File: config.mk
export PLATFORM = sky130hd
export DESIGN_NAME = waveform_column_row_mapper
export DESIGN_NICKNAME = d
export VERILOG_FILES = /design/src/hw/rtl/wcrm_pkg.sv /design/src/hw/rtl/wcrm_dp.sv /design/src/hw/rtl/wcrm_ctrl.sv /design/src/hw/rtl/waveform_column_row_mapper.sv
export SDC_FILE = /design/constraint.sdc
export NUM_CORES = 2
export LEC_CHECK = 0
export ABC_AREA = 1
export BUFFER_PORTS_ARGS = -buffer_cell sky130_fd_sc_hd__buf_2
export CORE_UTILIZATION = 65
export DETAILED_ROUTE_END_ITERATION = 8
export PLACE_DENSITY = 0.84
export SKIP_CTS_REPAIR_TIMING = 1
export SLEW_MARGIN = 20
export SYNTH_ARGS = -nofsm -noshare
export SYNTH_HDL_FRONTEND = slang
export SYNTH_SLANG_ARGS = --single-unit
File: constraint.sdc
create_clock -name clock -period 13.41 [get_ports clock]
set_input_delay 2.682 -clock clock [delete_from_list [all_inputs] [get_ports clock]]
set_output_delay 2.682 -clock clock [all_outputs]
set_load 0.02 [all_outputs]
File: src/hw/rtl/wcrm_pkg.sv
// shared types, register map and constants of the waveform column row mapper
// used by wcrm_ctrl, wcrm_dp and waveform_column_row_mapper
`default_nettype none

package wcrm_pkg;

   // default parameter values
   localparam int MAX_CHANNELS_DEF = 8;
   localparam int SAMPLE_BITS_DEF  = 16;
   localparam int ROW_BITS_DEF     = 12;

   // fixed field widths
   localparam int PLOT_W   = 12;
   localparam int WB_W     = 16;
   localparam int WH_W     = 16;
   localparam int GAIN_W   = 24;
   localparam int SCALE_W  = 16;
   localparam int SEL_W    = 4;
   localparam int CNT_W    = 4;
   localparam int CH_W     = 3;
   localparam int CSR_IDX_W  = 3;
   localparam int CSR_DATA_W = 24;

   // register indexes
   localparam logic [CSR_IDX_W-1:0] REG_PLOT_BOTTOM     = 3'd0;
   localparam logic [CSR_IDX_W-1:0] REG_WINDOW_BOTTOM   = 3'd1;
   localparam logic [CSR_IDX_W-1:0] REG_WINDOW_HEIGHT   = 3'd2;
   localparam logic [CSR_IDX_W-1:0] REG_HEIGHT_GAIN     = 3'd3;
   localparam logic [CSR_IDX_W-1:0] REG_AMPLITUDE_SCALE = 3'd4;
   localparam logic [CSR_IDX_W-1:0] REG_CHANNEL_SELECT  = 3'd5;
   localparam logic [CSR_IDX_W-1:0] REG_CHANNEL_COUNT   = 3'd6;

   // reset values
   localparam logic [PLOT_W-1:0]  RST_PLOT_BOTTOM     = 12'd100;
   localparam logic [WB_W-1:0]    RST_WINDOW_BOTTOM   = 16'h8000;
   localparam logic [WH_W-1:0]    RST_WINDOW_HEIGHT   = 16'hFFFF;
   localparam logic [GAIN_W-1:0]  RST_HEIGHT_GAIN     = 24'd99;
   localparam logic [SCALE_W-1:0] RST_AMPLITUDE_SCALE = 16'd256;
   localparam logic [SEL_W-1:0]   RST_CHANNEL_SELECT  = 4'hF;
   localparam logic [CNT_W-1:0]   RST_CHANNEL_COUNT   = 4'd1;

   typedef struct packed {
      logic [PLOT_W-1:0]  plot_bottom;
      logic [WB_W-1:0]    window_bottom;
      logic [WH_W-1:0]    window_height;
      logic [GAIN_W-1:0]  height_gain;
      logic [SCALE_W-1:0] amplitude_scale;
      logic [SEL_W-1:0]   channel_select;
      logic [CNT_W-1:0]   channel_count;
   } cfg_type;

   // controller to datapath
   typedef struct packed {
      logic       accept;     // item taken this cycle
      logic       start_map;  // latch result mode, clear unused rows
      logic       mul_scale;  // value times amplitude scale
      logic       clamp;      // offset, clamp, truncate
      logic       mul_gain;   // truncated value times height gain
      logic       row_write;  // subtract from plot bottom, store row
      logic [1:0] val_sel;    // which kept value is being mapped
   } cmd_type;

   // datapath to controller
   typedef struct packed {
      logic out_mode;  // result being built is combined mode
   } stat_type;

endpackage

`default_nettype wire

File: src/hw/rtl/wcrm_dp.sv
// datapath: per-column min/max accumulators, shared multiplier row mapping
// and the result registers; depends on wcrm_pkg
`default_nettype none

module wcrm_dp #(
   parameter int MAX_CHANNELS = wcrm_pkg::MAX_CHANNELS_DEF,
   parameter int SAMPLE_BITS  = wcrm_pkg::SAMPLE_BITS_DEF,
   parameter int ROW_BITS     = wcrm_pkg::ROW_BITS_DEF
) (
   input  wire                                 clock,
   input  wire                                 reset,
   input  wire  wcrm_pkg::cfg_type             cfg,
   input  wire  wcrm_pkg::cmd_type             cmd,
   output wcrm_pkg::stat_type                  stat,
   input  wire  signed [SAMPLE_BITS-1:0]       min_sample,
   input  wire  signed [SAMPLE_BITS-1:0]       max_sample,
   input  wire  [wcrm_pkg::CH_W-1:0]           channel_index,
   input  wire                                 last_channel,
   output logic signed [ROW_BITS:0]            row_first,
   output logic signed [ROW_BITS:0]            row_second,
   output logic signed [ROW_BITS:0]            row_third,
   output logic signed [ROW_BITS:0]            row_fourth,
   output logic                                combined_mode
);
   import wcrm_pkg::*;

   localparam int OPA_W = ((SAMPLE_BITS > WH_W) ? SAMPLE_BITS : WH_W) + 1;
   localparam int OPB_W = GAIN_W + 1;
   localparam int P_W   = OPA_W + OPB_W;
   localparam int D_W   = GAIN_W + 2;
   localparam logic [7:0] MAX_CH_V = 8'(MAX_CHANNELS);
   localparam logic signed [D_W-1:0] ROW_MAX = D_W'((1 << ROW_BITS) - 1);
   localparam logic signed [D_W-1:0] ROW_MIN = -ROW_MAX - D_W'(1);

   // accumulators
   logic signed [SAMPLE_BITS-1:0] min_min_ff, min_min_in;
   logic signed [SAMPLE_BITS-1:0] max_min_ff, max_min_in;
   logic signed [SAMPLE_BITS-1:0] min_max_ff, min_max_in;
   logic signed [SAMPLE_BITS-1:0] max_max_ff, max_max_in;
   logic started_ff, started_in;

   logic [7:0] cnt_eff;
   logic       single;

   // mapping
   logic signed [SAMPLE_BITS-1:0] map_val;
   logic signed [SAMPLE_BITS-1:0] inner_hi, inner_lo;
   logic signed [OPA_W-1:0]       mul_a;
   logic signed [OPB_W-1:0]       mul_b;
   logic signed [P_W-1:0]         prod_ff, prod_in;
   logic [WH_W-1:0]               t_ff, t_in;
   logic signed [P_W:0]           b_val, wb_sh, hi_b;
   logic [GAIN_W-1:0]             p_val;
   logic signed [D_W-1:0]         diff;
   logic signed [ROW_BITS:0]      row_val;
   logic signed [ROW_BITS:0]      row_ff [4];
   logic out_mode_ff, out_mode_in;

   always_comb begin
      cnt_eff = (8'(cfg.channel_count) > MAX_CH_V) ? MAX_CH_V : 8'(cfg.channel_count);
      single  = !cfg.channel_select[SEL_W-1] &&
                (8'(cfg.channel_select) < cnt_eff);
   end

   always_comb begin
      min_min_in = min_min_ff;
      max_min_in = max_min_ff;
      min_max_in = min_max_ff;
      max_max_in = max_max_ff;
      started_in = started_ff;
      if (cmd.accept) begin
         if (single) begin
            if (cfg.channel_select[CH_W-1:0] == channel_index) begin
               min_min_in = min_sample;
               max_max_in = max_sample;
            end
         end else if (!started_ff) begin
            min_min_in = min_sample;
            max_min_in = min_sample;
            min_max_in = max_sample;
            max_max_in = max_sample;
            started_in = 1'b1;
         end else begin
            if (min_sample < min_min_ff) min_min_in = min_sample;
            if (min_sample > max_min_ff) max_min_in = min_sample;
            if (max_sample < min_max_ff) min_max_in = max_sample;
            if (max_sample > max_max_ff) max_max_in = max_sample;
         end
         if (last_channel) begin
            started_in = 1'b0;
         end
      end
   end

   always_ff @(posedge clock) begin
      if (reset) begin
         min_min_ff <= '0;
         max_min_ff <= '0;
         min_max_ff <= '0;
         max_max_ff <= '0;
         started_ff <= 1'b0;
      end else begin
         min_min_ff <= min_min_in;
         max_min_ff <= max_min_in;
         min_max_ff <= min_max_in;
         max_max_ff <= max_max_in;
         started_ff <= started_in;
      end
   end

   // the mode of the closing item decides the result format
   logic item_mode_ff, item_mode_in;
   assign item_mode_in = cmd.accept ? !single : item_mode_ff;
   assign out_mode_in  = cmd.start_map ? item_mode_ff : out_mode_ff;

   always_ff @(posedge clock) begin
      if (reset) begin
         item_mode_ff <= 1'b0;
         out_mode_ff  <= 1'b0;
      end else begin
         item_mode_ff <= item_mode_in;
         out_mode_ff  <= out_mode_in;
      end
   end

   assign stat.out_mode = out_mode_ff;

   // inner pair swaps when the ranges cross
   always_comb begin
      if (min_max_ff < max_min_ff) begin
         inner_hi = max_min_ff;
         inner_lo = min_max_ff;
      end else begin
         inner_hi = min_max_ff;
         inner_lo = max_min_ff;
      end
      if (out_mode_ff) begin
         unique case (cmd.val_sel)
            2'd0:    map_val = max_max_ff;
            2'd1:    map_val = inner_hi;
            2'd2:    map_val = inner_lo;
            default: map_val = min_min_ff;
         endcase
      end else begin
         map_val = cmd.val_sel[0] ? max_max_ff : min_min_ff;
      end
   end

   // one shared multiplier for both products
   always_comb begin
      if (cmd.mul_gain) begin
         mul_a = $signed(OPA_W'(t_ff));
         mul_b = $signed({1'b0, cfg.height_gain});
      end else begin
         mul_a = OPA_W'(map_val);
         mul_b = $signed(OPB_W'(cfg.amplitude_scale));
      end
      prod_in = prod_ff;
      if (cmd.mul_scale || cmd.mul_gain) begin
         prod_in = mul_a * mul_b;
      end
   end

   always_comb begin
      wb_sh = $signed((P_W+1)'($signed(cfg.window_bottom))) <<< 8;
      hi_b  = $signed((P_W+1)'({cfg.window_height, 8'd0}));
      b_val = (P_W+1)'(prod_ff) - wb_sh;
      t_in  = t_ff;
      if (cmd.clamp) begin
         priority if (b_val < 0) begin
            t_in = '0;
         end else if (b_val > hi_b) begin
            t_in = cfg.window_height;
         end else begin
            t_in = b_val[WH_W+7:8];
         end
      end
   end

   always_comb begin
      p_val = prod_ff[GAIN_W+15:16];
      diff  = $signed(D_W'(cfg.plot_bottom)) - $signed(D_W'(p_val));
      priority if (diff < ROW_MIN) begin
         row_val = ROW_MIN[ROW_BITS:0];
      end else if (diff > ROW_MAX) begin
         row_val = ROW_MAX[ROW_BITS:0];
      end else begin
         row_val = diff[ROW_BITS:0];
      end
   end

   always_ff @(posedge clock) begin
      prod_ff <= prod_in;
      t_ff    <= t_in;
      if (cmd.start_map && !item_mode_ff) begin
         row_ff[2] <= '0;
         row_ff[3] <= '0;
      end
      if (cmd.row_write) begin
         row_ff[cmd.val_sel] <= row_val;
      end
   end

   assign row_first     = row_ff[0];
   assign row_second    = row_ff[1];
   assign row_third     = row_ff[2];
   assign row_fourth    = row_ff[3];
   assign combined_mode = out_mode_ff;

   a_clamp_in_window: assert property (@(posedge clock) disable iff (reset)
      cmd.clamp |=> t_ff <= cfg.window_height)
      else $error("clamped value above window height");

   a_mode_only_at_start: assert property (@(posedge clock) disable iff (reset)
      !cmd.start_map |=> $stable(out_mode_ff))
      else $error("result mode changed outside map start");

   a_single_zero_rows: assert property (@(posedge clock) disable iff (reset)
      (cmd.start_map && !item_mode_ff) |=> (row_ff[2] == '0 && row_ff[3] == '0))
      else $error("unused rows not cleared in single mode");

endmodule

`default_nettype wire

File: src/hw/rtl/wcrm_ctrl.sv
// controller: item intake, four-step mapping sequence per kept value and
// result valid handling; depends on wcrm_pkg
`default_nettype none

module wcrm_ctrl (
   input  wire                 clock,
   input  wire                 reset,
   input  wire                 req_tvalid,
   input  wire                 req_tlast,
   output logic                req_tready,
   output logic                rsp_tvalid,
   input  wire                 rsp_tready,
   input  wire  wcrm_pkg::stat_type stat,
   output wcrm_pkg::cmd_type   cmd
);
   import wcrm_pkg::*;

   localparam logic [2:0] S_IDLE  = 3'd0;
   localparam logic [2:0] S_WAIT  = 3'd1;
   localparam logic [2:0] S_MUL1  = 3'd2;
   localparam logic [2:0] S_CLAMP = 3'd3;
   localparam logic [2:0] S_MUL2  = 3'd4;
   localparam logic [2:0] S_ROW   = 3'd5;

   logic [2:0] state_ff, state_in;
   logic [1:0] val_ff, val_in;
   logic       rsp_valid_ff, rsp_valid_in;
   logic       accept, slot_free, last_val;

   assign accept    = req_tvalid && req_tready;
   assign slot_free = !rsp_valid_ff || rsp_tready;
   assign last_val  = stat.out_mode ? (val_ff == 2'd3) : (val_ff == 2'd1);

   always_comb begin
      state_in     = state_ff;
      val_in       = val_ff;
      rsp_valid_in = rsp_valid_ff && !rsp_tready;
      req_tready   = 1'b0;
      cmd          = '0;
      cmd.val_sel  = val_ff;
      unique case (state_ff)
         S_IDLE: begin
            req_tready = 1'b1;
            cmd.accept = accept;
            if (accept && req_tlast) begin
               state_in = S_WAIT;
            end
         end
         S_WAIT: begin
            // rows are rebuilt in place, so the previous result must be gone
            if (slot_free) begin
               cmd.start_map = 1'b1;
               val_in        = 2'd0;
               state_in      = S_MUL1;
            end
         end
         S_MUL1: begin
            cmd.mul_scale = 1'b1;
            state_in      = S_CLAMP;
         end
         S_CLAMP: begin
            cmd.clamp = 1'b1;
            state_in  = S_MUL2;
         end
         S_MUL2: begin
            cmd.mul_gain = 1'b1;
            state_in     = S_ROW;
         end
         S_ROW: begin
            cmd.row_write = 1'b1;
            if (last_val) begin
               rsp_valid_in = 1'b1;
               state_in     = S_IDLE;
            end else begin
               val_in   = val_ff + 2'd1;
               state_in = S_MUL1;
            end
         end
         default: begin
            state_in = S_IDLE;
         end
      endcase
   end

   always_ff @(posedge clock) begin
      if (reset) begin
         state_ff     <= S_IDLE;
         val_ff       <= 2'd0;
         rsp_valid_ff <= 1'b0;
      end else begin
         state_ff     <= state_in;
         val_ff       <= val_in;
         rsp_valid_ff <= rsp_valid_in;
      end
   end

   assign rsp_tvalid = rsp_valid_ff;

   a_valid_after_row: assert property (@(posedge clock) disable iff (reset)
      $rose(rsp_valid_ff) |-> $past(state_ff) == S_ROW)
      else $error("result raised outside the last row step");

   a_map_starts_free: assert property (@(posedge clock) disable iff (reset)
      cmd.start_map |=> !rsp_valid_ff)
      else $error("mapping started while a result was still held");

   a_single_two_values: assert property (@(posedge clock) disable iff (reset)
      (!stat.out_mode && (state_ff == S_MUL1 || state_ff == S_ROW)) |-> val_ff <= 2'd1)
      else $error("single mode mapped more than two values");

   a_no_intake_mapping: assert property (@(posedge clock) disable iff (reset)
      (state_ff == S_WAIT) |=> !cmd.accept)
      else $error("item taken while a column was waiting to be mapped");

endmodule

`default_nettype wire

File: src/hw/rtl/waveform_column_row_mapper.sv
// Waveform column row mapper, top level: configuration registers, controller
// and datapath. Depends on wcrm_pkg, wcrm_ctrl and wcrm_dp.
//
// Usage: each req item carries one channel's min and max sample of the current
// display column; req_tlast marks the column's last channel. Non-closing items
// are taken one per cycle. After a closing item the block maps the kept values
// to pixel rows through one shared multiplier, each value passing through a
// scale multiply, offset and clamp, gain multiply and row subtract; it maps two
// values in single-channel mode and four in combined mode, and req_tready stays
// low meanwhile. rsp_tuser high means all four rows are valid. A held result
// does not stop intake of the next column; only the start of the next mapping
// waits until the result is taken. The csr channel writes one register per
// cycle and is always ready; write it only while no column is being mapped.
// Reset (synchronous, active high) loads the register defaults, clears the
// accumulators and drops rsp_tvalid.
`default_nettype none

module waveform_column_row_mapper #(
   parameter int MAX_CHANNELS = wcrm_pkg::MAX_CHANNELS_DEF,
   parameter int SAMPLE_BITS  = wcrm_pkg::SAMPLE_BITS_DEF,
   parameter int ROW_BITS     = wcrm_pkg::ROW_BITS_DEF
) (
   input  wire                                   clock,
   input  wire                                   reset,
   // min_sample, max_sample, channel_index (from bit 0 up)
   input  wire  [((2*SAMPLE_BITS+3+7)/8)*8-1:0]  req_tdata,
   input  wire                                   req_tlast,
   input  wire                                   req_tvalid,
   output logic                                  req_tready,
   // row_first, row_second, row_third, row_fourth (from bit 0 up)
   output logic [((4*(ROW_BITS+1)+7)/8)*8-1:0]   rsp_tdata,
   // combined_mode
   output logic                                  rsp_tuser,
   output logic                                  rsp_tvalid,
   input  wire                                   rsp_tready,
   input  wire                                   csr_valid,
   output logic                                  csr_ready,
   input  wire  [wcrm_pkg::CSR_IDX_W-1:0]        csr_index,
   input  wire  [wcrm_pkg::CSR_DATA_W-1:0]       csr_data
);
   import wcrm_pkg::*;

   localparam int REQ_W = ((2*SAMPLE_BITS+3+7)/8)*8;
   localparam int RSP_W = ((4*(ROW_BITS+1)+7)/8)*8;
   localparam int ROWS_W = 4*(ROW_BITS+1);

   cfg_type  cfg_ff, cfg_in;
   cmd_type  cmd;
   stat_type stat;

   logic signed [SAMPLE_BITS-1:0] min_sample, max_sample;
   logic [CH_W-1:0]               channel_index;
   logic signed [ROW_BITS:0]      row_first, row_second, row_third, row_fourth;
   logic                          combined_mode;

   assign csr_ready = 1'b1;

   always_comb begin
      cfg_in = cfg_ff;
      if (csr_valid) begin
         unique case (csr_index)
            REG_PLOT_BOTTOM:     cfg_in.plot_bottom     = csr_data[PLOT_W-1:0];
            REG_WINDOW_BOTTOM:   cfg_in.window_bottom   = csr_data[WB_W-1:0];
            REG_WINDOW_HEIGHT:   cfg_in.window_height   = csr_data[WH_W-1:0];
            REG_HEIGHT_GAIN:     cfg_in.height_gain     = csr_data[GAIN_W-1:0];
            REG_AMPLITUDE_SCALE: cfg_in.amplitude_scale = csr_data[SCALE_W-1:0];
            REG_CHANNEL_SELECT:  cfg_in.channel_select  = csr_data[SEL_W-1:0];
            REG_CHANNEL_COUNT:   cfg_in.channel_count   = csr_data[CNT_W-1:0];
            default: begin
            end
         endcase
      end
   end

   always_ff @(posedge clock) begin
      if (reset) begin
         cfg_ff.plot_bottom     <= RST_PLOT_BOTTOM;
         cfg_ff.window_bottom   <= RST_WINDOW_BOTTOM;
         cfg_ff.window_height   <= RST_WINDOW_HEIGHT;
         cfg_ff.height_gain     <= RST_HEIGHT_GAIN;
         cfg_ff.amplitude_scale <= RST_AMPLITUDE_SCALE;
         cfg_ff.channel_select  <= RST_CHANNEL_SELECT;
         cfg_ff.channel_count   <= RST_CHANNEL_COUNT;
      end else begin
         cfg_ff <= cfg_in;
      end
   end

   assign min_sample    = req_tdata[SAMPLE_BITS-1:0];
   assign max_sample    = req_tdata[2*SAMPLE_BITS-1:SAMPLE_BITS];
   assign channel_index = req_tdata[2*SAMPLE_BITS+CH_W-1:2*SAMPLE_BITS];

   wcrm_ctrl u_ctrl (
      .clock      (clock),
      .reset      (reset),
      .req_tvalid (req_tvalid),
      .req_tlast  (req_tlast),
      .req_tready (req_tready),
      .rsp_tvalid (rsp_tvalid),
      .rsp_tready (rsp_tready),
      .stat       (stat),
      .cmd        (cmd)
   );

   wcrm_dp #(
      .MAX_CHANNELS (MAX_CHANNELS),
      .SAMPLE_BITS  (SAMPLE_BITS),
      .ROW_BITS     (ROW_BITS)
   ) u_dp (
      .clock         (clock),
      .reset         (reset),
      .cfg           (cfg_ff),
      .cmd           (cmd),
      .stat          (stat),
      .min_sample    (min_sample),
      .max_sample    (max_sample),
      .channel_index (channel_index),
      .last_channel  (req_tlast),
      .row_first     (row_first),
      .row_second    (row_second),
      .row_third     (row_third),
      .row_fourth    (row_fourth),
      .combined_mode (combined_mode)
   );

   assign rsp_tdata = RSP_W'({row_fourth, row_third, row_second, row_first});
   assign rsp_tuser = combined_mode;

   // elaboration check that the request and response fields fit their padded widths
   if (REQ_W < 2*SAMPLE_BITS + CH_W || RSP_W < ROWS_W) begin : g_bad_width
      $error("channel packing does not fit");
   end

endmodule

`default_nettype wire
# ---- Word level (Yosys, flattened, before mapping)
# Memories as Yosys holds them, arrays and structs flattened.
# Cells that the tools add are included.
dict set report totals {
  memories 1
  elab_cells 141
  input_bits 73
  reg_bits 223
  out_inout_bits 60
  mem_bits_rw 52
}
dict set report op_classes {
  n_mul 1
  magnitude_cmp 11
  n_bitwise 1
  muxes 50
  add_sub_neg 3
  n_eq_ne 24
  n_reduce_logical 31
}
# memory depth word_bits read_ports rd_ports_with_merged_regs wr line
set mem_list {}
lappend mem_list {u_dp.row_ff 4 13 4 0 2 wcrm_dp.sv:56} ;# logic signed [ROW_BITS:0] row_ff [4];
# op n
set ops {}
lappend ops {{2-to-1 mux 16 bit} 17}
lappend ops {{< comparator 16 bit} 3}
lappend ops {{case mux 16 bit (3 select lines)} 1}
lappend ops {{> comparator 43 x 25 -> 1 bit} 1}
lappend ops {{< comparator 43 x 1 -> 1 bit, second input constant} 1}
lappend ops {{subtractor 42 x 24 -> 43 bit} 1}
lappend ops {{multiplier 17 x 25 -> 42 bit} 1}
lappend ops {{2-to-1 mux 13 bit} 3}
lappend ops {{> comparator 16 bit} 2}
lappend ops {{> comparator 26 x 13 -> 1 bit, second input constant} 1}
lappend ops {{< comparator 26 x 13 -> 1 bit, second input constant} 1}
lappend ops {{subtractor 12 x 24 -> 25 bit} 1}
lappend ops {{2-to-1 mux 24 bit} 1}
lappend ops {{2-to-1 mux 1 bit} 18}
lappend ops {{case mux 3 bit (6 select lines)} 1}
lappend ops {{AND reduction 2 bit} 9}
lappend ops {{2-to-1 mux 17 bit} 1}
lappend ops {{equality test 3 bit, second input constant} 5}
lappend ops {{AND reduction 3 bit} 5}
lappend ops {{OR reduction 13 bit} 1}
lappend ops {{equality test 3 x 2 -> 1 bit, second input constant} 4}
lappend ops {{inequality test 2 bit, second input constant} 5}
lappend ops {{< comparator 4 x 8 -> 1 bit} 1}
lappend ops {{2-to-1 mux 2 bit} 4}
lappend ops {{18 further kinds} 33}

# ---- Logic depth before layout (Yosys ltp)
dict set report logic_depth {
  ltp_word 8
  ltp_mapped 46
  ltp_nobuf 45
}

# ---- Hierarchy
# A second synthesis with hierarchy kept.
dict set report unflattened {
  hier_cells 4447
  area_unflattened_um2 32332.3
}
# mod instances cells_per_inst area_per_inst_um2 seq_area_each_um2
set by_module_without_submodules {}
lappend by_module_without_submodules {wcrm_dp 1 3873 28318.4 4644.5}
lappend by_module_without_submodules {waveform_column_row_mapper 1 518 3666.0 1841.8}
lappend by_module_without_submodules {wcrm_ctrl 1 56 347.8 120.1}

# ---- Worst setup path after synthesis
# OpenSTA, ideal clock, no wires.
dict set report synth_timing {
  path_kind {register to register}
  startpoint {reg u_dp.max_min_ff[15]}
  endpoint {reg u_dp.prod_ff[40] (data pin)}
  arrival_time_ns 7.134
  stages_incl_launch_ff 37
  t_required_ns 13.152
  path_slack_ns 6.018
  n_path_buf 2
  cell_sequence {dfxtp_1 > inv_1 > ha_1 > a21o_1 > nor3_1 > nand2_1 > nand2_1 > nand2_1 > buf_2 > nand2_1 > o211ai_1 > nand3_1 > nand3_1 > nand2_1 > buf_2 > nand2_1 > fa_1 > inv_1 > fa_1 > inv_1 > fa_1 > inv_1 > fa_1 > fa_1 > inv_1 > fa_1 > inv_1 > ha_1 > a21o_1 > a31oi_1 > nand2_1 > a21oi_1 > o21ai_0 > a21oi_1 > o21ai_0 > a21oi_1 > xnor2_1}
}
dict set report synth_via {
  elab_chain_len 6
}
# element line
set synth_lines {}
lappend synth_lines {{from (decl)} wcrm_dp.sv:37} ;# logic signed [SAMPLE_BITS-1:0] max_min_ff, max_min_in;
lappend synth_lines {{from (signal assigned)} wcrm_dp.sv:104} ;# max_min_ff <= max_min_in;
lappend synth_lines {{< comparator 16 bit} wcrm_dp.sv:130} ;# if (min_max_ff < max_min_ff) begin
lappend synth_lines {{2-to-1 mux 16 bit} wcrm_dp.sv:130}
lappend synth_lines {{case mux 16 bit (3 select lines) (*)} wcrm_dp.sv:138} ;# unique case (cmd.val_sel)
lappend synth_lines {{2-to-1 mux 16 bit (*)} wcrm_dp.sv:137} ;# if (out_mode_ff) begin
lappend synth_lines {{2-to-1 mux 17 bit (*)} wcrm_dp.sv:151} ;# if (cmd.mul_gain) begin
lappend synth_lines {{multiplier 17 x 25 -> 42 bit (*)} wcrm_dp.sv:160} ;# prod_in = mul_a * mul_b;
lappend synth_lines {{to (signal assigned)} wcrm_dp.sv:193} ;# prod_ff <= prod_in;
lappend synth_lines {{to (decl)} wcrm_dp.sv:50} ;# logic signed [P_W-1:0] prod_ff, prod_in;
# Mark *: on every way between the ends. The rest lies on a longest branch, timed or not.
# A chain may end at the register's enable or synchronous reset.

# ---- Worst setup path after layout
# Same ends and word-level chain as after synthesis.

==> out/results.tsv <==
metric	value	unit
synth.distinct_cells	55	
worstSetupEndpointType	flop	
drive_gt1_frac	0.0651	
slew_viol_final	0	
worstPathMaxFanout	40	
clk_pin_slew	0.07	ns
coreArea	0.0478	mm2
synth-edff-count	110	
min_period	9.70	ns
syn_to_final_growth	6.70	%
crit_path_start_kind	flop	
die-width	222	um
ys_seq_area_frac	0.209	
maxCapViolations	0	
syn-cell-area	0.0316	mm2
yosysWarnings	0	
max_slew_margin	0.260	
rsz0062_at_grt	no	
antenna_found_initial	0	
setup_viol	0	
syn_area_per_cell	7.49	um2
fin_crit_sh	0.723	
synthCells	4215	
drc	0	
cp_slowest_cell	nand3_1	
nNetsFinal	4954	
core.rowCount	80	
grt_max_degree	96	
routedWlPerCell	19.1	um
grt_pass1_wl	148000	um
status	finished clean	
diodes	0	
multiInputGateArea	0.0211	mm2
overflow	0	
layout_commonest_cell	nand2_1	
clk_latency	0.61	ns
cts_buffers	31	
dieArea	0.0495	mm2
dp_hpwl	73000	um
drtIter0Drc	3216	
fin_area	0.0337	mm2
vias	28600	
worstMarginPinSlew	1.11	ns
h-tree-depth	1	
ir_worst_vdd	0.104	mV
die_y	222	um
postSynthRegisterBits	275	
cp.required	13.75	ns
io_pins	133	
power.density	111	mW/mm2
p_leak	17.5	nW
ys_async_sr_fraction	0	
io_buffers	122	
fin_skew	0.0345	ns
cts_root_buffer	clkbuf_16	
crit_type	reg -> reg	
grtUsageTotal	0.384	
finalSetupTns	0	ns
cts_buffer_depth	3	
ys.flop_type	dfxtp_1	
final_cell_mix	846 x nand2_1, 844 x inv_1, 399 x nor2_1	
seqCellArea	0.00661	mm2
wl	93900	um
fmax	103	MHz
cts_tree	built	
first_pass_iters	8	
fillers	3931	
first_global_vias	27900	
postRouteAntennaNets	0	
start_util	0.660	
worstPathArrival	10.04	ns
place_congestion	1.04	
hold_class	reg -> reg	
cts.sinks	275	
place_area	0.0326	mm2
routed_via_density	5.84	
max_stage_delay	0.66	ns
hold_viol	0	
[per-layer routing]
metal  track usage  up-vias  routed length (um)
met5             0        -                   0
met4         0.149        0                4350
met3         0.107      310               12400
met2         0.594     1705               40600
met1         0.513    13300               36500
li1              -    13300                   -
[metrics by stage]
step	total power (W)	instances	utilization	hold slack, ns	setup slack (ns)
global route	0.00399	4902	0.704	0.487	3.23
CTS	0.00369	4902	0.704	0.462	3.96
detailed placement	0.00278	4844	0.681	0.451	4.05
finish	0.00374	4902	0.704	0.464	3.71
floorplan	0.00232	4218	-	0.429	6.02
global placement	0.00273	4844	0.681	0.440	4.17
[registers in the layout, indices dropped and copies added, names as in the netlist]
name and flops:
u_dp.prod_ff 42, u_dp.min_max_ff 16, u_dp.combined_mode 1, u_dp.min_min_ff 16, u_dp.max_min_ff 16, u_ctrl.rsp_tvalid 1, u_ctrl.state_ff 3, u_dp.t_ff 16
u_dp.row_ff 52, u_dp.max_max_ff 16, u_dp.started_ff 1, u_dp.item_mode_ff 1, cfg_ff 92, u_ctrl.val_ff 2
[worst max-delay path, delay by kind of cell (launching register included)]
family                   cells  cell delay, ns
adder cells (fa/ha/maj)      8            3.49
AND/OR/NAND/NOR             11            2.65
AO/OA/AOI/OAI                7            1.80
buffers and inverters        7            0.96
flip-flops                   1            0.37
XOR/XNOR                     1            0.15
[synth_stat cells, types with 23 or more instances]
cell      count  area share
inv_1       846        0.10
nand2_1     846        0.10
nor2_1      401       0.048
a21oi_1     376       0.060
fa_1        331        0.21
ha_1        288        0.11
nand3_1     178       0.028
dfxtp_1     165        0.10
o21ai_0     155       0.025
edfxtp_1    110        0.10
clkbuf_1     88       0.010
o211ai_1     53       0.013
xor2_1       53       0.015
nand4_1      34      0.0067
buf_2        30      0.0048
nand3b_1     24      0.0057
clkinv_1     23      0.0027
[final cells by class]
cell class | instances | area share
Clock inverter | 21 | 0.00728
Clock buffer | 37 | 0.0252
Inverter | 877 | 0.0978
Sequential cell | 275 | 0.196
Tap cell | 615 | 0.0228
Multi-Input combinational cell | 2927 | 0.626
Timing Repair Buffer | 150 | 0.0244
[cell families after synthesis]
logic type,synth area share
fa+ha+maj,0.324
simple gates,0.208
flops,0.209
xor+xnor,0.0200
buf+inv,0.124
other cells,0.000238
compound gates,0.114
[path summary, 6_finish.rpt]
kind | start | to | slack [ns] | cells after the start
worst max-delay path | u_dp.max_min_ff[15] | u_dp.prod_ff[40] | 3.71 | 34
worst min-delay path | cfg_ff[80] | cfg_ff[80] | 0.46 | 2
worst max register to register | u_dp.max_min_ff[15] | u_dp.prod_ff[40] | 3.71 | 34
worst min register to register | cfg_ff[80] | cfg_ff[80] | 0.46 | 2
[where the power goes]
group / internal (W) / leakage [nW] / switching [W] / total [W]
clock: 0.000534 / 0.532 / 0.000377 / 0.000910
sequential: 0.000959 / 2.45 / 0.0000680 / 0.00103
combinational: 0.000610 / 14.5 / 0.00119 / 0.00180
total: 0.00210 / 17.5 / 0.00164 / 0.00374
Power figures use the tool's default switching activity.
